## src/rtl/wq_pkg.sv

```systemverilog
`default_nettype none
// ----------------------------------------------------------------------------
// Wait queue package
// Shared field widths, operation and status codes, channel payload types and
// the command group that passes from the controller to the datapath.
// ----------------------------------------------------------------------------
package wq_pkg;

   localparam int DEFAULT_WAITERS = 16;

   localparam int KIND_W   = 2;
   localparam int ID_W     = 4;
   localparam int STATUS_W = 2;
   localparam int QLEN_W   = 5;

   // Only slots that a waiter id can name are ever used.
   localparam int MAX_SLOTS = 1 << ID_W;

   typedef enum logic [KIND_W-1:0] {
      KIND_ENQUEUE  = 2'd0,
      KIND_CANCEL   = 2'd1,
      KIND_TRANSFER = 2'd2
   } kind_type;

   typedef enum logic [STATUS_W-1:0] {
      STATUS_DONE      = 2'd0,
      STATUS_NOTHING   = 2'd1,
      STATUS_DUPLICATE = 2'd2
   } status_type;

   typedef struct packed {
      logic [KIND_W-1:0] kind;
      logic [ID_W-1:0]   waiter_id;
   } req_type;

   typedef struct packed {
      status_type        status;
      logic [ID_W-1:0]   granted_id;
      logic [QLEN_W-1:0] queue_length;
   } rsp_type;

   typedef struct packed {
      logic capture;
      logic commit;
   } cmd_type;

endpackage
`default_nettype wire

```

## src/rtl/wq_ram.sv

```systemverilog
`default_nettype none
// ----------------------------------------------------------------------------
// Generic RAM
// One write port and one read port with registered read data.
// ----------------------------------------------------------------------------
module wq_ram #(
   parameter int WIDTH = 4,
   parameter int DEPTH = 16
) (
   input  wire logic                     clock,
   input  wire logic                     wr_en,
   input  wire logic [$clog2(DEPTH)-1:0] wr_addr,
   input  wire logic [WIDTH-1:0]         wr_data,
   input  wire logic                     rd_en,
   input  wire logic [$clog2(DEPTH)-1:0] rd_addr,
   output logic      [WIDTH-1:0]         rd_data
);

   logic [WIDTH-1:0] mem_ff [DEPTH];

   always_ff @(posedge clock) begin
      if (wr_en) begin
         mem_ff[wr_addr] <= wr_data;
      end
      if (rd_en) begin
         rd_data <= mem_ff[rd_addr];
      end
   end

endmodule
`default_nettype wire

```

## src/rtl/wq_ctrl.sv

```systemverilog
`default_nettype none
// ----------------------------------------------------------------------------
// Wait queue controller
// Sequences each transaction through a capture cycle and an execute state that
// waits for a free result register, and owns the result valid flag.
// ----------------------------------------------------------------------------
module wq_ctrl
   import wq_pkg::*;
(
   input  wire logic clock,
   input  wire logic reset,
   input  wire logic req_valid,
   output logic      req_ready,
   output logic      rsp_valid,
   input  wire logic rsp_ready,
   output cmd_type   cmd
);

   typedef enum logic {
      ST_IDLE,
      ST_EXEC
   } state_type;

   state_type state_ff, state_in;
   logic      rsp_valid_ff, rsp_valid_in;

   assign req_ready   = (state_ff == ST_IDLE);
   assign cmd.capture = req_valid && req_ready;
   // The result register must be free, or freed in this cycle, to commit.
   assign cmd.commit  = (state_ff == ST_EXEC) && (!rsp_valid_ff || rsp_ready);
   assign rsp_valid   = rsp_valid_ff;

   always_comb begin
      state_in     = state_ff;
      rsp_valid_in = rsp_valid_ff;
      if (rsp_valid_ff && rsp_ready) begin
         rsp_valid_in = 1'b0;
      end
      case (state_ff)
         ST_IDLE: begin
            if (cmd.capture) begin
               state_in = ST_EXEC;
            end
         end
         ST_EXEC: begin
            if (cmd.commit) begin
               state_in     = ST_IDLE;
               rsp_valid_in = 1'b1;
            end
         end
         default: begin
            state_in = ST_IDLE;
         end
      endcase
   end

   always_ff @(posedge clock) begin
      if (reset) begin
         state_ff     <= ST_IDLE;
         rsp_valid_ff <= 1'b0;
      end else begin
         state_ff     <= state_in;
         rsp_valid_ff <= rsp_valid_in;
      end
   end

   a_capture_to_exec: assert property (@(posedge clock) disable iff (reset)
      cmd.capture |=> state_ff == ST_EXEC)
      else $error("capture did not move the controller to execute");

   a_exec_holds_on_stall: assert property (@(posedge clock) disable iff (reset)
      (state_ff == ST_EXEC) && rsp_valid_ff && !rsp_ready |=> state_ff == ST_EXEC)
      else $error("execute finished while the result register was occupied");

   a_commit_sets_valid: assert property (@(posedge clock) disable iff (reset)
      cmd.commit |=> rsp_valid_ff)
      else $error("commit did not present a result");

endmodule
`default_nettype wire

```

## src/rtl/wq_dp.sv

```systemverilog
`default_nettype none
// ----------------------------------------------------------------------------
// Wait queue datapath
// Holds head, tail, count, queued flags and the two link tables, and
// computes the list update and the result of each transaction.
// ----------------------------------------------------------------------------
module wq_dp
   import wq_pkg::*;
#(
   parameter int WAITERS = DEFAULT_WAITERS
) (
   input  wire logic    clock,
   input  wire logic    reset,
   input  wire cmd_type cmd,
   input  wire req_type req_data,
   output rsp_type      rsp_data
);

   localparam int SLOTS = (WAITERS < MAX_SLOTS) ? WAITERS : MAX_SLOTS;
   localparam int SW    = $clog2(SLOTS);
   localparam int CW    = $clog2(SLOTS + 1);
   localparam int ID_XW = ID_W + 1;

   logic [KIND_W-1:0] kind_ff;
   logic [ID_W-1:0]   id_ff;
   logic [SW-1:0]     head_ff, head_in;
   logic [SW-1:0]     tail_ff, tail_in;
   logic [CW-1:0]     count_ff, count_in;
   logic [SLOTS-1:0]  flag_ff, flag_in;
   rsp_type           rsp_ff, rsp_in;

   logic [SW-1:0] rd_addr;
   logic [SW-1:0] next_rd, prev_rd;
   logic          next_we, prev_we;
   logic [SW-1:0] next_wa, next_wd, prev_wa, prev_wd;

   logic [SW-1:0] id_slot;
   logic          id_ok;
   logic          id_queued;

   // Cancel needs the links of the named slot, transfer those of the head.
   assign rd_addr = (req_data.kind == KIND_TRANSFER) ? head_ff : req_data.waiter_id[SW-1:0];

   wq_ram #(.WIDTH(SW), .DEPTH(SLOTS)) u_next_ram (
      .clock   (clock),
      .wr_en   (next_we),
      .wr_addr (next_wa),
      .wr_data (next_wd),
      .rd_en   (cmd.capture),
      .rd_addr (rd_addr),
      .rd_data (next_rd)
   );

   wq_ram #(.WIDTH(SW), .DEPTH(SLOTS)) u_prev_ram (
      .clock   (clock),
      .wr_en   (prev_we),
      .wr_addr (prev_wa),
      .wr_data (prev_wd),
      .rd_en   (cmd.capture),
      .rd_addr (rd_addr),
      .rd_data (prev_rd)
   );

   assign id_slot   = id_ff[SW-1:0];
   assign id_ok     = ID_XW'(id_ff) < ID_XW'(SLOTS);
   assign id_queued = id_ok && flag_ff[id_slot];

   always_comb begin
      head_in  = head_ff;
      tail_in  = tail_ff;
      count_in = count_ff;
      flag_in  = flag_ff;
      next_we  = 1'b0;
      next_wa  = tail_ff;
      next_wd  = id_slot;
      prev_we  = 1'b0;
      prev_wa  = id_slot;
      prev_wd  = tail_ff;
      rsp_in.status     = STATUS_NOTHING;
      rsp_in.granted_id = '0;

      case (kind_ff)
         KIND_ENQUEUE: begin
            if (id_queued) begin
               rsp_in.status = STATUS_DUPLICATE;
            end else if (id_ok) begin
               rsp_in.status    = STATUS_DONE;
               flag_in[id_slot] = 1'b1;
               count_in         = count_ff + CW'(1);
               tail_in          = id_slot;
               if (count_ff == '0) begin
                  head_in = id_slot;
               end else begin
                  next_we = 1'b1;
                  prev_we = 1'b1;
               end
            end
         end
         KIND_CANCEL: begin
            if (id_queued) begin
               rsp_in.status    = STATUS_DONE;
               flag_in[id_slot] = 1'b0;
               if (count_ff <= CW'(1)) begin
                  count_in = '0;
                  head_in  = '0;
                  tail_in  = '0;
               end else begin
                  count_in = count_ff - CW'(1);
                  if (head_ff == id_slot) begin
                     head_in = next_rd;
                  end else if (tail_ff == id_slot) begin
                     tail_in = prev_rd;
                  end else begin
                     // A middle waiter: join its neighbors to each other.
                     next_we = 1'b1;
                     next_wa = prev_rd;
                     next_wd = next_rd;
                     prev_we = 1'b1;
                     prev_wa = next_rd;
                     prev_wd = prev_rd;
                  end
               end
            end
         end
         KIND_TRANSFER: begin
            if (count_ff != '0) begin
               rsp_in.status     = STATUS_DONE;
               rsp_in.granted_id = ID_W'(head_ff);
               flag_in[head_ff]  = 1'b0;
               if (count_ff == CW'(1)) begin
                  count_in = '0;
                  head_in  = '0;
                  tail_in  = '0;
               end else begin
                  count_in = count_ff - CW'(1);
                  head_in  = next_rd;
               end
            end
         end
         default: begin
            rsp_in.status = STATUS_NOTHING;
         end
      endcase

      rsp_in.queue_length = QLEN_W'(count_in);

      if (!cmd.commit) begin
         next_we = 1'b0;
         prev_we = 1'b0;
      end
   end

   always_ff @(posedge clock) begin
      if (reset) begin
         head_ff  <= '0;
         tail_ff  <= '0;
         count_ff <= '0;
         flag_ff  <= '0;
      end else if (cmd.commit) begin
         head_ff  <= head_in;
         tail_ff  <= tail_in;
         count_ff <= count_in;
         flag_ff  <= flag_in;
      end
   end

   always_ff @(posedge clock) begin
      if (cmd.capture) begin
         kind_ff <= req_data.kind;
         id_ff   <= req_data.waiter_id;
      end
      if (cmd.commit) begin
         rsp_ff <= rsp_in;
      end
   end

   assign rsp_data = rsp_ff;

   a_empty_resets_ends: assert property (@(posedge clock) disable iff (reset)
      (count_ff == '0) |-> (head_ff == '0) && (tail_ff == '0))
      else $error("empty queue with a nonzero head or tail");

   a_flags_match_count: assert property (@(posedge clock) disable iff (reset)
      $countones(flag_ff) == int'(count_ff))
      else $error("queued flags disagree with the waiter count");

endmodule
`default_nettype wire

```

## src/rtl/fifo_waiter_queue_with_cancel.sv

```systemverilog
`default_nettype none
// ----------------------------------------------------------------------------
// FIFO waiter queue with cancel
// First-come queue of waiter slots kept as a doubly linked list.
//
// The req channel carries one operation per transaction: enqueue a waiter
// at the tail, cancel a queued waiter wherever it sits, or transfer the
// ticket to the head waiter. Every request yields exactly one rsp
// transaction with a status, the granted id and the queue length after it.
// An item passes through a capture cycle, which reads the next and previous
// link tables, and an execute step, which computes the update, writes the
// links and loads the result register. A new request is accepted again in
// the cycle following the commit, so the queue does not take a new request
// before it is through with the last one.
// If the receiver stalls, the finished result waits in the output register;
// one further request is accepted and then held in execute until the result
// is taken. Synchronous reset empties the queue and clears all queued flags;
// the link tables need no clearing and no request is refused after reset.
// ----------------------------------------------------------------------------
module fifo_waiter_queue_with_cancel
   import wq_pkg::*;
#(
   parameter int WAITERS = DEFAULT_WAITERS
) (
   input  wire logic    clock,
   input  wire logic    reset,
   input  wire logic    req_valid,
   output logic         req_ready,
   input  wire req_type req_data,
   output logic         rsp_valid,
   input  wire logic    rsp_ready,
   output rsp_type      rsp_data
);

   cmd_type cmd;

   wq_ctrl u_ctrl (
      .clock     (clock),
      .reset     (reset),
      .req_valid (req_valid),
      .req_ready (req_ready),
      .rsp_valid (rsp_valid),
      .rsp_ready (rsp_ready),
      .cmd       (cmd)
   );

   wq_dp #(.WAITERS(WAITERS)) u_dp (
      .clock    (clock),
      .reset    (reset),
      .cmd      (cmd),
      .req_data (req_data),
      .rsp_data (rsp_data)
   );

endmodule
`default_nettype wire

```

## config.mk

```make
export PLATFORM = sky130hd
export DESIGN_NAME = fifo_waiter_queue_with_cancel
export DESIGN_NICKNAME = d
export VERILOG_FILES = /design/src/rtl/wq_pkg.sv /design/src/rtl/wq_ram.sv /design/src/rtl/wq_ctrl.sv /design/src/rtl/wq_dp.sv /design/src/rtl/fifo_waiter_queue_with_cancel.sv
export SDC_FILE = /design/constraint.sdc
export NUM_CORES = 1
export LEC_CHECK = 0
export ABC_AREA = 1
export BUFFER_PORTS_ARGS = -buffer_cell sky130_fd_sc_hd__buf_4
export CORE_MARGIN = 4
export CORE_UTILIZATION = 33
export DETAILED_ROUTE_END_ITERATION = 10
export SYNTH_ARGS = -nofsm -noshare
export SYNTH_HDL_FRONTEND = slang
export SYNTH_SLANG_ARGS = --single-unit
```

## constraint.sdc

```tcl
create_clock -name clock -period 4.65 [get_ports clock]
set_input_delay 0.2325 -clock clock [delete_from_list [all_inputs] [get_ports clock]]
set_output_delay 0.2325 -clock clock [all_outputs]
set_load 0.1 [all_outputs]
```

==> metrics.md <==
| Metric | Value |
|---|---|
| Longest Clk Path Bufs | `2` |
| Core Area | `around 0.026 mm^2` |
| RSZ-0062 raised after global routing | `false` |
| Adder and majority gate portion of the synthesized area | `1.16%` |
| Wire length per cell | `17.1 um` |
| Total number of vias | `6546` |
| Worst reg2reg path startpoint | `u_dp.id_ff[0]` |
| Number of cells on the worst hold path | `2` |
| Final Cycle Share | `between 70% and 80%` |
| Worst min-delay path class | `primary input to flop` |
| Count of flip-flops with a built-in enable after synthesis | `153` |
| DRC violations left | `0` |
| Share of synthesized area occupied by flip-flops and latches | `about 60%` |
| Total of flip-flops plus latches after synthesis | `roughly 180` |
| Horizontal die dimension | `between 150 and 200 um` |
| Layout cell share with drive strength beyond 1 | `~11%` |
| Crit path time final | `between 3 and 4 ns` |
| Final HPWL from detailed placement | `approximately 14000 um` |
| Vias per cell | `roughly 5.2` |
| Area added between synthesis and finish | `13.3%` |
| Synth Net Count | `slightly above 900` |
| Count of routing violations after the opening detailed-route iteration | `a little over 600` |
| Final GP Congestion | `between 0.8 and 0.9` |
| Routed wire length | `about 22000 um` |
| Cell Rows | `59` |
| Pre-CTS setup slack | `1.30 ns` |
| Dominant combinational cell family by area after synthesis | `simple AND/OR/NAND/NOR gates` |
| Critical-path maximum fanout | `18` |
| Final TNS setup | `0 ns` |
| Synthesized instance count | `about 900` |
| Number of cells traversed by the worst register-to-register path | `15` |
| Class of the most critical setup path | `flop to flop` |
| Clock slew seen by the registers of the worst setup and hold paths | `0.08 ns` |
| Category of the worst setup path launch point | `flop` |
| Global-route wire length before repair | `between 30000 and 40000 um` |
| Number of synthesis warnings | `0` |
| PD cells | `between 300 and 400 mW/mm^2` |
| Final Hold Fails | `0` |
| Buffer cell driving the clock tree root | `clkbuf_16` |
| Post-synthesis xor/xnor area fraction | `0.708%` |
| Top cell type by total area after synthesis | `edfxtp_1` |
| Worst IR Drop VDD | `around 0.23 mV` |
| CTS tree | `built` |
| IO Pins | `23` |
| Result of the run | `completed` |
| Crit path setup slack, layout | `roughly 1.3 ns` |
| Largest cells by area after synthesis | `edfxtp_1, dfxtp_1, nand2_1` |
| Number of nets in the final layout | `around 930` |
| Fraction of registers with async set or reset after synthesis | `0%` |
| Post-synthesis compound-gate area fraction | `~15%` |
| CP endpoint kind | `flop` |
| Worst Hold Margin | `about 0.053 ns` |
| Placed cells | `1218` |
| Number of maximum-capacitance constraint violations | `0` |
| Combined global-route utilization of all metal layers | `15.1%` |
| Hold Crit Start | `reset` |
| Clock skew after layout | `between 0.01 and 0.015 ns` |
| Average cell area after synthesis | `a little under 10 um^2` |
| Slew headroom | `around a third` |
| Max Clock Freq | `297 MHz` |
| Total Die Area | `0.0289 mm^2` |
| Number of buffers added by the clock tree synthesis step | `17` |
| Static leakage | `roughly 3.5 nW` |
| Max H-tree Level | `4` |
| Number of antenna violations at the first check in global routing | `0` |
| Synth Area in Simple Gates | `18.4%` |
| Remaining global-route overflow | `0` |
| Proportion of synthesized area in mux cells | `0%` |
| Inserted Diodes | `0` |
| Post-route insts no fill | `1256` |
| Count of buffers from port buffering | `22` |
| Most used flip-flop cell after synthesis | `edfxtp_1` |
| Slew at the pin closest to its max-slew limit | `0.971 ns` |
| Final setup violation count | `0` |
| Number of nets with antenna violations after detailed routing | `0` |
| Initial cell density of the core | `33.4%` |
| Number of distinct library cell variants in the gate-level netlist after synthesis | `40` |
| Area share of the largest cell type after synthesis | `53.0%` |
| Largest net degree at the start of global routing | `65` |
| CP startpoint | `u_dp.id_ff[0]` |
| Count of final max-slew check failures | `0` |
| Most common cell in the synthesized netlist | `nand2_1` |
| Total Power Consumption | `3.79 mW` |
| Post-synth design cell area | `between 0.008 and 0.009 mm^2` |
| Most used standard cells in the synthesized netlist | `nand2_1, nor2_1, edfxtp_1` |
| Clock insertion delay at the later pin of the skew report | `approximately 0.45 ns` |
| Die height | `approximately 170 um` |
| Number of global-route vias before repair | `about 6300` |
| Clock net sink count | `~180` |
| Arrival time reported for the critical path endpoint | `3.48 ns` |
| Data required time of the critical path | `4.76 ns` |
| Number of search-and-repair iterations in the first detailed-routing pass | `5` |
-- cell usage in the layout, fill, tap and decap left out, types with 2 or more instances in the layout --
cell type      instances
or2_2                  2
nand3_2                5
o211ai_1              12
inv_2                 10
nand2_2                7
a21oi_4                2
o21ai_0              107
o21ai_1                4
o21ai_2                7
nand2_1              156
buf_4                 30
inv_1                 47
ha_1                   8
xor2_1                 3
nand4_1                3
edfxtp_1             153
a21oi_1               33
nand3_1               42
nor2_1               155
o221ai_1              25
xnor2_1                4
o2111ai_1              2
nor2_4                 2
nor2_2                 4
inv_6                  2
clkinv_8               8
o22ai_1               11
clkinv_4               3
clkinv_1               3
o32ai_1                3
dlygate4sd3_1          6
nor3_1                 4
clkbuf_16             17
dfxtp_1               31
-- through the flow --
step	cell area (um^2)	util [%]
after floorplan	8660	-
after global placement	9130	35.2
after detailed placement	9130	35.2
after CTS	9810	37.9
after global routing	9810	37.9
final	9810	37.9
-- metal layers --
layer | part of all wire [%] | GRT usage, %
met1 | 46 | 21.4
met2 | 46 | 23.7
met3 | 5.5 | 2.67
met4 | 1.8 | 4.62
met5 | 0 | 0
-- flip-flops by register name, summed over array words and instances (netlist names) --
register,count
u_dp.rsp_data,11
u_ctrl.rsp_valid,1
u_dp.u_next_ram.mem_ff,64
u_dp.flag_ff,16
u_dp.id_ff,4
u_ctrl.state_ff,1
u_dp.count_ff,5
u_dp.tail_ff,4
u_dp.u_prev_ram.rd_data,4
u_dp.head_ff,4
u_dp.u_next_ram.rd_data,4
u_dp.u_prev_ram.mem_ff,64
u_dp.kind_ff,2
-- critical path, stage by stage (launching register included) --
cell and delay [ns]:
edfxtp_1 0.64, inv_2 0.26, nand2_1 0.07, nand2_1 0.06
nand2_1 0.05, nand2_1 0.08, nand2_1 0.05, nand2_2 0.12
inv_1 0.06, nand2_2 0.13, nand2_4 0.17, nand2_1 0.11
o21ai_1 0.12, inv_1 0.42, nand3_1 0.30, nor2_1 0.38
-- power by group --
part           switching [mW]  internal, mW
clock                   0.758         0.736
combinational           0.332         0.115
sequential             0.0318          1.82
total                    1.12          2.67
-- logic make-up after synthesis --
| kind of cell | after synthesis |
|---|---|
| AOI/OAI and AO/OA | 211 |
| xor gates and xnor gates | 7 |
| adders and majority gates | 8 |
| buffers and inverters | 102 |
| DFF | 184 |
| and+or+nand+nor | 383 |
-- worst paths after layout --
check / endpoint / slack (ns)
worst min register to register: u_dp.flag_ff[10] / 0.46
worst min-delay path: u_dp.flag_ff[13] / 0.05
worst max register to register: u_dp.u_prev_ram.mem_ff[8][2] / 1.28
worst max-delay path: u_dp.u_prev_ram.mem_ff[8][2] / 1.28
-- final cells by class --
cell class | count | area, um^2
repair buffers | 36 | 285
flip-flops and latches | 184 | 5220
multi-input cells | 609 | 3040
well taps | 335 | 419
fillers | 2567 | 16100
inverters | 60 | 225
clock inverters | 15 | 201
clock buffers | 17 | 425
-- timing repair --
item,CTS,global route
hold buffers,6,0
buffers inserted,0,0
gates resized for setup,0,0
endpoints found under the hold margin,6,0
Power figures use the tool's default switching activity.
